**config.mk**
```make
export PLATFORM = sky130hd
export DESIGN_NAME = array_tree_table_with_traversals
export DESIGN_NICKNAME = d
export VERILOG_FILES = /design/src/rtl/core/att_pkg.sv /design/src/rtl/core/att_ctrl.sv /design/src/rtl/core/att_dpath.sv /design/src/rtl/core/array_tree_table_with_traversals.sv
export VERILOG_INCLUDE_DIRS = /design/src /design/src/rtl/core
export SDC_FILE = /design/constraint.sdc
export NUM_CORES = 1
export LEC_CHECK = 0
export ABC_AREA = 1
export BUFFER_PORTS_ARGS = -buffer_cell sky130_fd_sc_hd__buf_2
export CAP_MARGIN = 15
export CORE_UTILIZATION = 47
export CTS_CLUSTER_SIZE = 8
export DETAILED_ROUTE_END_ITERATION = 6
export GPL_TIMING_DRIVEN = 0
export SYNTH_ARGS = -nofsm -noshare
export SYNTH_HDL_FRONTEND = slang
export SYNTH_SLANG_ARGS = --single-unit
```
**constraint.sdc**
```tcl
create_clock -name clk -period 6.9 [get_ports clk]
set_input_delay 1.38 -clock clk [delete_from_list [all_inputs] [get_ports clk]]
set_output_delay 1.38 -clock clk [all_outputs]
set_load 0.03 [all_outputs]
```
**src/rtl/core/array_tree_table_with_traversals_defines.svh**
```systemverilog
// ----------------------------------------------------------------------------
// Assertion macros for the array tree table
// Shared shorthands for the concurrent checks in the RTL. They expect a
// clock named clk and an active-high reset named rst in the using module.
// ----------------------------------------------------------------------------
`ifndef ARRAY_TREE_TABLE_WITH_TRAVERSALS_DEFINES_SVH
`define ARRAY_TREE_TABLE_WITH_TRAVERSALS_DEFINES_SVH

// Same-cycle implication
`define ATT_ASSERT_IMP(lbl, ante, cons, msg) \
  lbl: assert property (@(posedge clk) disable iff (rst) (ante) |-> (cons)) \
    else $error(msg);

// Next-cycle implication
`define ATT_ASSERT_NXT(lbl, ante, cons, msg) \
  lbl: assert property (@(posedge clk) disable iff (rst) (ante) |=> (cons)) \
    else $error(msg);

`endif

```
**src/rtl/core/att_pkg.sv**
```systemverilog
// ----------------------------------------------------------------------------
// att_pkg
// Types and codes shared by the array tree table controller and datapath.
// ----------------------------------------------------------------------------
package att_pkg;

  // Command codes
  typedef enum logic [2:0] {
    CMD_INSERT = 3'd0,
    CMD_SEARCH = 3'd1,
    CMD_DELETE = 3'd2,
    CMD_CLEAR  = 3'd3,
    CMD_LEVEL  = 3'd4,
    CMD_PRE    = 3'd5,
    CMD_IN     = 3'd6,
    CMD_POST   = 3'd7
  } cmd_t;

  // Result status codes
  typedef enum logic [1:0] {
    ST_OK        = 2'd0,
    ST_FULL      = 2'd1,
    ST_NOT_FOUND = 2'd2,
    ST_EMPTY     = 2'd3
  } status_t;

  // Direction of arrival at a tree node during a walk
  typedef enum logic [1:0] {
    DIR_DOWN   = 2'd0,
    DIR_FROM_L = 2'd1,
    DIR_FROM_R = 2'd2
  } dir_t;

  // Read address source
  typedef enum logic {
    RD_POS  = 1'b0,
    RD_LAST = 1'b1
  } rd_sel_t;

  // Controller states
  typedef enum logic [3:0] {
    S_IDLE,
    S_DISPATCH,
    S_INSERT,
    S_CLEAR,
    S_EMPTY,
    S_SCAN,
    S_SCAN_CMP,
    S_DEL_RD,
    S_DEL_WR,
    S_HIT,
    S_MISS,
    S_LVL,
    S_LVL_EMIT,
    S_WALK,
    S_WALK_EMIT,
    S_FLUSH
  } state_t;

  // Input item
  typedef struct packed {
    cmd_t               command;
    logic signed [31:0] value;
  } item_t;

  // Result item
  typedef struct packed {
    status_t            status;
    logic signed [31:0] value_out;
    logic               last;
  } result_t;

  // Controller to datapath
  typedef struct packed {
    logic    load_item;
    logic    pos_init;
    logic    pos_inc;
    logic    walk_step;
    logic    rd_en;
    rd_sel_t rd_sel;
    logic    wr_ins;
    logic    wr_del;
    logic    cnt_clear;
    logic    push;
    status_t push_status;
    logic    push_last;
    logic    push_pend;
    logic    pend_load;
    logic    pend_clear;
  } ctl_t;

  // Datapath to controller
  typedef struct packed {
    cmd_t cmd;
    logic count_zero;
    logic full;
    logic pos_zero;
    logic beyond;
    logic hit;
    logic walk_emit;
    logic out_free;
    logic pend_valid;
  } sts_t;

endpackage

```
**src/rtl/core/att_ctrl.sv**
```systemverilog
// ----------------------------------------------------------------------------
// att_ctrl
// Command sequencer: dispatches each command and steps the datapath through
// scans, deletes and tree walks one action per cycle, holding while the output is busy.
// ----------------------------------------------------------------------------
module att_ctrl
  import att_pkg::*;
(
  input  logic clk,
  input  logic rst,
  input  logic cmd_valid,
  output logic cmd_ready,
  input  sts_t sts,
  output ctl_t ctl
);

  state_t state;
  state_t state_next;

  // a buffered value can move on when nothing is held or the output is free
  logic emit_ok;
  assign emit_ok = !sts.pend_valid || sts.out_free;

  // state register
  always_ff @(posedge clk) begin
    if (rst) begin
      state <= S_IDLE;
    end else begin
      state <= state_next;
    end
  end

  // next state
  always_comb begin
    state_next = state;
    case (state)
      S_IDLE: begin
        if (cmd_valid) state_next = S_DISPATCH;
      end
      S_DISPATCH: begin
        case (sts.cmd)
          CMD_INSERT: state_next = S_INSERT;
          CMD_SEARCH,
          CMD_DELETE: state_next = S_SCAN;
          CMD_CLEAR:  state_next = S_CLEAR;
          CMD_LEVEL:  state_next = sts.count_zero ? S_EMPTY : S_LVL;
          default:    state_next = sts.count_zero ? S_EMPTY : S_WALK;
        endcase
      end
      S_INSERT, S_CLEAR, S_EMPTY, S_HIT, S_MISS, S_FLUSH: begin
        if (sts.out_free) state_next = S_IDLE;
      end
      S_SCAN: begin
        state_next = sts.beyond ? S_MISS : S_SCAN_CMP;
      end
      S_SCAN_CMP: begin
        if (sts.hit) begin
          state_next = (sts.cmd == CMD_DELETE) ? S_DEL_RD : S_HIT;
        end else begin
          state_next = S_SCAN;
        end
      end
      S_DEL_RD: state_next = S_DEL_WR;
      S_DEL_WR: state_next = S_HIT;
      S_LVL: begin
        state_next = sts.beyond ? S_FLUSH : S_LVL_EMIT;
      end
      S_LVL_EMIT: begin
        if (emit_ok) state_next = S_LVL;
      end
      S_WALK: begin
        if (sts.pos_zero) begin
          state_next = S_FLUSH;
        end else if (sts.walk_emit) begin
          state_next = S_WALK_EMIT;
        end
      end
      S_WALK_EMIT: begin
        if (emit_ok) state_next = S_WALK;
      end
      default: state_next = S_IDLE;
    endcase
  end

  // outputs
  always_comb begin
    ctl = '0;
    ctl.rd_sel = RD_POS;
    ctl.push_status = ST_OK;
    cmd_ready = 1'b0;
    case (state)
      S_IDLE: begin
        // no transfer while reset is held
        cmd_ready = !rst;
        ctl.load_item = cmd_valid && !rst;
      end
      S_DISPATCH: begin
        ctl.pos_init = 1'b1;
      end
      S_INSERT: begin
        if (sts.out_free) begin
          ctl.push = 1'b1;
          ctl.push_last = 1'b1;
          ctl.push_status = sts.full ? ST_FULL : ST_OK;
          ctl.wr_ins = !sts.full;
        end
      end
      S_CLEAR: begin
        if (sts.out_free) begin
          ctl.push = 1'b1;
          ctl.push_last = 1'b1;
          ctl.cnt_clear = 1'b1;
        end
      end
      S_EMPTY: begin
        if (sts.out_free) begin
          ctl.push = 1'b1;
          ctl.push_last = 1'b1;
          ctl.push_status = ST_EMPTY;
        end
      end
      S_HIT: begin
        if (sts.out_free) begin
          ctl.push = 1'b1;
          ctl.push_last = 1'b1;
        end
      end
      S_MISS: begin
        if (sts.out_free) begin
          ctl.push = 1'b1;
          ctl.push_last = 1'b1;
          ctl.push_status = ST_NOT_FOUND;
        end
      end
      S_SCAN: begin
        ctl.rd_en = !sts.beyond;
      end
      S_SCAN_CMP: begin
        ctl.pos_inc = !sts.hit;
      end
      S_DEL_RD: begin
        ctl.rd_en = 1'b1;
        ctl.rd_sel = RD_LAST;
      end
      S_DEL_WR: begin
        ctl.wr_del = 1'b1;
      end
      S_LVL: begin
        ctl.rd_en = !sts.beyond;
      end
      S_LVL_EMIT, S_WALK_EMIT: begin
        ctl.push = sts.pend_valid && sts.out_free;
        ctl.push_pend = 1'b1;
        ctl.pend_load = emit_ok;
        ctl.pos_inc = emit_ok && (state == S_LVL_EMIT);
      end
      S_WALK: begin
        if (!sts.pos_zero) begin
          ctl.walk_step = 1'b1;
          ctl.rd_en = sts.walk_emit;
        end
      end
      S_FLUSH: begin
        if (sts.out_free) begin
          ctl.push = 1'b1;
          ctl.push_last = 1'b1;
          ctl.push_pend = 1'b1;
          ctl.pend_clear = 1'b1;
        end
      end
      default: begin
        ctl = '0;
      end
    endcase
  end

endmodule

```
**src/rtl/core/att_dpath.sv**
```systemverilog
// ----------------------------------------------------------------------------
// att_dpath
// Entry memory, count, walk position, one-deep lookahead buffer for the
// last-flag, and the result register.
// ----------------------------------------------------------------------------
`include "array_tree_table_with_traversals_defines.svh"

module att_dpath
  import att_pkg::*;
#(
  parameter int CAPACITY = 16
) (
  input  logic    clk,
  input  logic    rst,
  input  item_t   cmd,
  input  ctl_t    ctl,
  output sts_t    sts,
  output logic    rsp_valid,
  input  logic    rsp_ready,
  output result_t rsp
);

  localparam int CW = $clog2(CAPACITY + 1);
  localparam int PW = CW + 1;
  localparam int AW = (CAPACITY > 1) ? $clog2(CAPACITY) : 1;

  logic signed [31:0] mem [CAPACITY];

  cmd_t               cur_cmd;
  logic signed [31:0] cur_value;
  logic [CW-1:0]      count;
  logic [PW-1:0]      pos;
  dir_t               dir;
  logic signed [31:0] rdata;
  logic               pend_valid;
  logic signed [31:0] pend_value;

  logic [AW-1:0]      raddr;
  logic [AW-1:0]      waddr;
  logic signed [31:0] wdata;
  logic               beyond;
  logic               emit;

  // command latch
  always_ff @(posedge clk) begin
    if (ctl.load_item) begin
      cur_cmd   <= cmd.command;
      cur_value <= cmd.value;
    end
  end

  // position of a node past the stored count is an empty child
  assign beyond = pos > PW'(count);

  // a node is emitted on the arrival that matches the traversal order
  always_comb begin
    case (dir)
      DIR_DOWN:   emit = !beyond && (cur_cmd == CMD_PRE);
      DIR_FROM_L: emit = (cur_cmd == CMD_IN);
      DIR_FROM_R: emit = (cur_cmd == CMD_POST);
      default:    emit = 1'b0;
    endcase
  end

  // walk position: down to left child, over to right child, or up to parent
  always_ff @(posedge clk) begin
    if (ctl.pos_init) begin
      pos <= PW'(1);
      dir <= DIR_DOWN;
    end else if (ctl.pos_inc) begin
      pos <= pos + PW'(1);
    end else if (ctl.walk_step) begin
      case (dir)
        DIR_DOWN: begin
          if (beyond) begin
            pos <= pos >> 1;
            dir <= pos[0] ? DIR_FROM_R : DIR_FROM_L;
          end else begin
            pos <= pos << 1;
          end
        end
        DIR_FROM_L: begin
          pos <= {pos[PW-2:0], 1'b1};
          dir <= DIR_DOWN;
        end
        default: begin
          pos <= pos >> 1;
          dir <= pos[0] ? DIR_FROM_R : DIR_FROM_L;
        end
      endcase
    end
  end

  // stored entry count
  always_ff @(posedge clk) begin
    if (rst || ctl.cnt_clear) begin
      count <= '0;
    end else if (ctl.wr_ins) begin
      count <= count + CW'(1);
    end else if (ctl.wr_del) begin
      count <= count - CW'(1);
    end
  end

  // memory addressing: tree position p lives at entry p-1
  assign raddr = (ctl.rd_sel == RD_LAST) ? AW'(count - CW'(1)) : AW'(pos - PW'(1));
  assign waddr = ctl.wr_ins ? AW'(count) : AW'(pos - PW'(1));
  assign wdata = ctl.wr_ins ? cur_value : rdata;

  // entry memory, registered read
  always_ff @(posedge clk) begin
    if (ctl.wr_ins || ctl.wr_del) begin
      mem[waddr] <= wdata;
    end
  end

  always_ff @(posedge clk) begin
    if (ctl.rd_en) begin
      rdata <= mem[raddr];
    end
  end

  // lookahead buffer: a value is sent only once the next one, or the end,
  // is known, so the final one can carry the last flag
  always_ff @(posedge clk) begin
    if (rst || ctl.pend_clear) begin
      pend_valid <= 1'b0;
    end else if (ctl.pend_load) begin
      pend_valid <= 1'b1;
    end
  end

  always_ff @(posedge clk) begin
    if (ctl.pend_load) begin
      pend_value <= rdata;
    end
  end

  // result register
  always_ff @(posedge clk) begin
    if (rst) begin
      rsp_valid <= 1'b0;
    end else if (ctl.push) begin
      rsp_valid <= 1'b1;
    end else if (rsp_ready) begin
      rsp_valid <= 1'b0;
    end
  end

  always_ff @(posedge clk) begin
    if (ctl.push) begin
      rsp.status    <= ctl.push_status;
      rsp.value_out <= ctl.push_pend ? pend_value : 32'sd0;
      rsp.last      <= ctl.push_last;
    end
  end

  // status to the controller
  always_comb begin
    sts.cmd        = cur_cmd;
    sts.count_zero = (count == '0);
    sts.full       = (count >= CW'(CAPACITY));
    sts.pos_zero   = (pos == '0);
    sts.beyond     = beyond;
    sts.hit        = (rdata == cur_value);
    sts.walk_emit  = emit;
    sts.out_free   = !rsp_valid || rsp_ready;
    sts.pend_valid = pend_valid;
  end

  // checks
  `ATT_ASSERT_IMP(a_count_range, 1'b1, count <= CW'(CAPACITY), "count exceeds capacity")
  `ATT_ASSERT_IMP(a_push_free, ctl.push, !rsp_valid || rsp_ready, "result overwritten")
  `ATT_ASSERT_IMP(a_read_pos, ctl.rd_en && (ctl.rd_sel == RD_POS), (pos != '0) && !beyond, "read outside stored range")
  `ATT_ASSERT_IMP(a_flush_pend, ctl.pend_clear, pend_valid, "flush with empty buffer")
  `ATT_ASSERT_NXT(a_insert_cnt, ctl.wr_ins, count == $past(count) + CW'(1), "insert count step")

endmodule

```
**src/rtl/core/array_tree_table_with_traversals.sv**
```systemverilog
// ----------------------------------------------------------------------------
// array_tree_table_with_traversals
// Table of signed 32-bit values kept as an implicit complete binary tree,
// with insert, search, delete, clear and four traversals.
// ----------------------------------------------------------------------------
// One command is taken at a time; a new one is accepted as soon as the
// previous command's last result has been loaded into the output register,
// even if that result is still waiting to be taken. The entry memory has a
// registered read, and a walk makes one tree move per cycle, pausing
// whenever a value is emitted. Search and delete scan the entries in order,
// reading and comparing each; a delete then moves the last entry into the
// freed place. Level order reads the entries in order. Pre, in and post
// order walk the tree: three arrivals per stored node and one per empty
// child, and a value is emitted on the arrival that matches the order.
// The entry store is not cleared at reset; only entries below the count
// are ever read. Results are held while the consumer stalls.
// ----------------------------------------------------------------------------
module array_tree_table_with_traversals
  import att_pkg::*;
#(
  parameter int CAPACITY = 16
) (
  input  logic    clk,
  input  logic    rst,
  input  logic    cmd_valid,
  output logic    cmd_ready,
  input  item_t   cmd,
  output logic    rsp_valid,
  input  logic    rsp_ready,
  output result_t rsp
);

  ctl_t ctl;
  sts_t sts;

  // sequencer
  att_ctrl u_ctrl (
    .clk       (clk),
    .rst       (rst),
    .cmd_valid (cmd_valid),
    .cmd_ready (cmd_ready),
    .sts       (sts),
    .ctl       (ctl)
  );

  // storage and result path
  att_dpath #(
    .CAPACITY (CAPACITY)
  ) u_dpath (
    .clk       (clk),
    .rst       (rst),
    .cmd       (cmd),
    .ctl       (ctl),
    .sts       (sts),
    .rsp_valid (rsp_valid),
    .rsp_ready (rsp_ready),
    .rsp       (rsp)
  );

endmodule
```
# == Yosys cells after proc, flatten, opt, wreduce, memory -nomap -nowiden ==
# Memories as Yosys holds them, arrays and structs flattened. A register that Yosys moved wholly into a read port is not among the register bits.
# Cells that the tools add are included.
# totals
latch_bits,0
mem_bits_rw,512
regBits,121
mem_count,1
rom_bits,0
word_cells,137
# classes
addsub,4
n_mul,0
eq_ne,31
order_cmp,2
shift,0
div,0
reduce_logical,31
muxes,55
bitwise_logic,1
# mem_list
memory,words,word_bits,rd,rd_clocked_by_memory_dff,write_ports,line_no,source
u_dpath.mem,16,32,1,1,1,att_dpath.sv:27,logic signed [31:0] mem [CAPACITY];
# ops
cell,count
4-bit two-way mux,16
4-bit case mux with 11 select lines,1
32-bit == test,1
4-bit == test (second input constant),8
32-bit two-way mux,1
6-bit two-way mux,3
1-bit two-way mux,17
4-bit by 3-bit == test with 1-bit output (second input constant),4
4-bit case mux with 4 select lines,1
3-bit == test (second input constant),4
6-bit case mux with 2 select lines,1
2-bit two-way mux,5
5-bit two-way mux,2
2-bit OR reduction,5
4-bit by 2-bit == test with 1-bit output (second input constant),2
2-bit by 1-bit inequality test with 1-bit output (second input constant),4
6-bit by 1-bit adder with 6-bit output (second input constant),1
3-bit by 2-bit == test with 1-bit output (second input constant),2
6-bit by 5-bit > comparator with 1-bit output,1
1-bit zero test,6
6-bit zero test,1
1-bit case mux with 3 select lines,2
1-bit case mux with 6 select lines,1
2-bit case mux with 3 select lines,1
24 further kinds,34

# == Logic depth before layout (Yosys ltp) ==
# depth
ltp_word,8
ltp_mapped,16
ltp_nobuf,15

# == Modules after synthesis ==
# From an unflattened synthesis, not the netlist that was laid out.
# hier_totals
hier_cells,2343
area_unflattened_um2,27829.2
# by_module_without_submodules
mod,area_per_inst_um2,n_inst,seq_area_each_um2,cells_each
att_dpath,27149.8,1,19698.9,2208
att_ctrl,679.4,1,80.1,135

# == Worst setup path after synthesis ==
# No wires, ideal clock.
# synth_timing
kind,input to register
startpoint,input port rsp_ready
endpoint,"memory u_dpath.mem[4][0], enable pin"
arrival_ps,3748
setup_time_ps,421
required_ps,6479
stages,8
slack_ps,2731
path_cell_list,nor2_2 inv_1 nand3_1 buf_2 nor2_1 a21oi_1 nand3_1 nor2_1
# synth_via
elab_chain_len,6
elab_cells_between_ends,7
cone_classes,5 x mux; 2 x reduce/logical
# synth_lines
element,line_no,source
from (decl),array_tree_table_with_traversals.sv:29,"input logic rsp_ready,"
1-bit logical OR *,att_dpath.sv:167,sts.out_free = !rsp_valid || rsp_ready;
1-bit two-way mux *,att_ctrl.sv:101,if (sts.out_free) begin
1-bit two-way mux *,att_ctrl.sv:91,case (state)
1-bit logical OR,att_dpath.sv:112,if (ctl.wr_ins || ctl.wr_del) begin
1-bit two-way mux,att_dpath.sv:112,
1-bit two-way mux (not written as such),att_dpath.sv:113,mem[waddr] <= wdata;
to (decl),att_dpath.sv:27,
# Mark *: on every way between the ends. The rest lies on a longest branch, timed or not.

# == Worst setup path after layout ==
# layout_timing
startpoint,input port rsp_ready
endpoint,"memory u_dpath.mem[2][21], enable pin"
# Same word-level chain as after synthesis.

==> flow_summary.toml <==
[outcome]
status = "completed"

[detailed_routing]
drt-total-wl_mm = 74.6
drc = 0
wire_per_inst_um = 24.0
via_per_inst = 5.74
wl_met1_mm = 31.1
dr_wl_met3_mm = 7.20
wl_met2_mm = 34.0
first_pass_iters = 5
drt_iter0_drc = 2264
highest_layer = "met4"
via_count = 17849
final_antenna_net_count = 0

[clock_tree]
cts_sinks = 665
ctsHoldBuffers = 0
cts.htree.levels = 3
post_cts_resized = 0
clkTransAtPathRegs_ns = 0.05
clkLatencyLatePin_ns = 0.62
cts_buffers = 93
root_buffer = "clkbuf_16"
cts_setup_buffers = 0
max-clock-path-buffers = 3
cts_tree = "done"

[logic_synthesis]
synth.cell_area_um2 = 26900
yosysTopAreaCellShare_pct = 72.1
synth_warnings = 0
synth.area.top_cells = "edfxtp_1 72%, o21ai_0 5.5%, nor2_1 5.4%"
synth.most_common_cell = "edfxtp_1"
ys_ff_latch = 665
synthArstFlopShare_pct = 0
synth_edf_count = 646
syn_area_per_cell_um2 = 12.6
ys_top_cells_by_count = "646 x edfxtp_1, 384 x nor2_1, 296 x o21ai_0"
yosysTopAreaCell = "edfxtp_1"
yosysSeqAreaShare_pct = 73.5
synthesis.nets = 2183
ys.flop_type = "edfxtp_1"
postSynthCellCount = 2131
yosysUniqueCellTypes = 39

[place]
post-dp-hpwl_mm = 49.1
post-place-ws_ns = 2.70
gp_congestion = 0.879
portBuffers = 75

[critical_path]
worst_path_max_delay_cell = "nor2_4"
worstPathArrival_ns = 3.89
critical_path_buf_inv_count = 4
critPathTopFamily = "simple AND/OR/NAND/NOR gates"
setup.worst_path.class = "in -> reg"
max_stage_delay_ns = 0.57
cp_cell_sequence = "buf_2, nor2_2, inv_1, nand3_1, buf_2, nor2_1, a21oi_1, nand3_1, nor2_4, buf_12"
cp-start-kind = "input pin"
cp_max_fo = 21
rrSetupSlack_ns = 3.41
critPathCaptureType = "flop"
worstPathRequired_ns = 7.20

[layout]
antennaDiodeCount = 0
final_net_count = 2385
fillers = 4583
syn_to_final_growth_pct = 16.7
layout-drive-gt1-share_pct = 13.6
fin_util_pct = 55.6

[floorplanning]
start_util_pct = 47.6
rows = 87
fp.dieW_um = 241
io_pins = 76
die_y_um = 241
core_area_um2 = 56500
die_area_um2 = 58200

[timing]
tightest_slew_ns = 1.04
finalMaxSlewViolations = 0
setup-violations-final = 0
fmax_ghz = 0.279
finClkSkew_ns = 0.0183
holdWs_ns = 0.483
setup_slack_ns = 3.31
period_share_pct = 52.0
hold_viol = 0
layout_min_cycle_time_ns = 3.59
rsz0062_at_grt = "no"
tns_ns = 0
max_slew_margin_pct = 30.5

[global_route]
grt_pass1_wl_mm = 109
grt_max_degree = 36
antenna_found_initial = 1
grt_use_total_pct = 25.9
grt_pass1_vias = 17280
overflow = 0

[power]
cellLeakagePower_nw = 10.9
power.total_mw = 15.1
power.density_nw_per_um2 = 482
irDropWorstVdd_uv = 293

[job]
drv_cap = 0

[worst_hold_path]
min_path_type = "reg -> reg"
==> path summary, 6_finish.rpt <==
check                                   startpoint                 end  depth (start not counted)
worst max-delay path                     rsp_ready  u_dpath.mem[2][21]                         10
worst min register to register  u_dpath.pend_valid  u_dpath.pend_valid                          2
worst max register to register    u_dpath.count[3]   u_dpath.rdata[15]                         13
worst min-delay path            u_dpath.pend_valid  u_dpath.pend_valid                          2
==> flip-flops by register name (all words and copies together) (netlist names) <==
| name | cells |
|---|---|
| u_dpath.pos | 6 |
| u_dpath.pend_value | 32 |
| u_ctrl.state | 4 |
| u_dpath.mem | 512 |
| u_dpath.rsp_valid | 1 |
| u_dpath.cur_value | 32 |
| u_dpath.rdata | 32 |
| u_dpath.pend_valid | 1 |
| u_dpath.rsp | 35 |
| u_dpath.count | 5 |
| u_dpath.cur_cmd | 3 |
| u_dpath.dir | 2 |
==> stage by stage <==
stage | cell area, um2 | std cells
6_report | 31400 | 3107
5_1_grt | 31400 | 3107
4_1_cts | 31400 | 3107
3_5_place_dp | 28800 | 2994
3_3_place_gp | 28200 | 2962
2_1_floorplan | 26900 | 2131
==> cells by family after synthesis <==
family,synth area share [%]
AND/OR/NAND/NOR,9.94
adder cells (fa/ha/maj),0.604
AO/OA/AOI/OAI,11.1
buffers and inverters,3.87
XOR/XNOR,0.944
flip-flops,73.5
==> metal layers <==
layer | GRT usage [%] | vias to the layer above
met5 | 0 | -
li1 | - | 8101
met2 | 40.6 | 894
met1 | 35.9 | 8728
met4 | 9.97 | 0
met3 | 4.96 | 126
==> worst min-delay path, delay by kind of cell, from the launching register on <==
| family | cells | cell delay, ns |
|---|---|---|
| flip-flops | 1 | 0.29 |
| buffers and inverters | 1 | 0.07 |
| AO/OA/AOI/OAI | 1 | 0.07 |
==> report_power, final <==
| part | switching, mW | internal (mW) | leakage (nW) |
|---|---|---|---|
| combinational | 4.16 | 1.39 | 3.66 |
| clock | 1.57 | 2.52 | 1.25 |
| sequential | 0.146 | 5.36 | 6.00 |
| total | 5.87 | 9.27 | 10.9 |
==> area by class of cell <==
cell class	count	area (um2)	share of cell area [%]
Clock buffer	110	2490	7.92
Timing Repair Buffer	107	852	2.71
Buffer	117	599	1.91
Inverter	117	442	1.41
Tap cell	756	946	3.01
Sequential cell	665	19800	63.0
Clock inverter	3	76.3	0.243
Multi-Input combinational cell	1232	6230	19.8
==> cells in the final DEF, fill, tap and decap left out, types with 3 or more instances in the layout <==
master,Yosys,layout
buf_6,5,6
inv_1,109,109
o211ai_1,21,21
clkbuf_1,43,55
buf_4,7,20
dfxtp_1,19,19
inv_2,6,6
buf_2,55,130
o221ai_2,4,4
xor2_1,6,6
nor2_2,3,3
nor3_1,5,5
o21ai_0,296,285
clkbuf_16,0,97
edfxtp_1,646,646
clkbuf_2,4,4
buf_12,0,17
nand3_1,58,58
o21ai_1,41,52
o22ai_1,61,61
o221ai_1,63,63
nor2_1,384,366
ha_1,13,13
xnor2_1,23,23
nand2_1,214,214
a21oi_1,19,19
nand4_1,6,6
nor2_4,1,19
(Power assumes the default switching activity.)
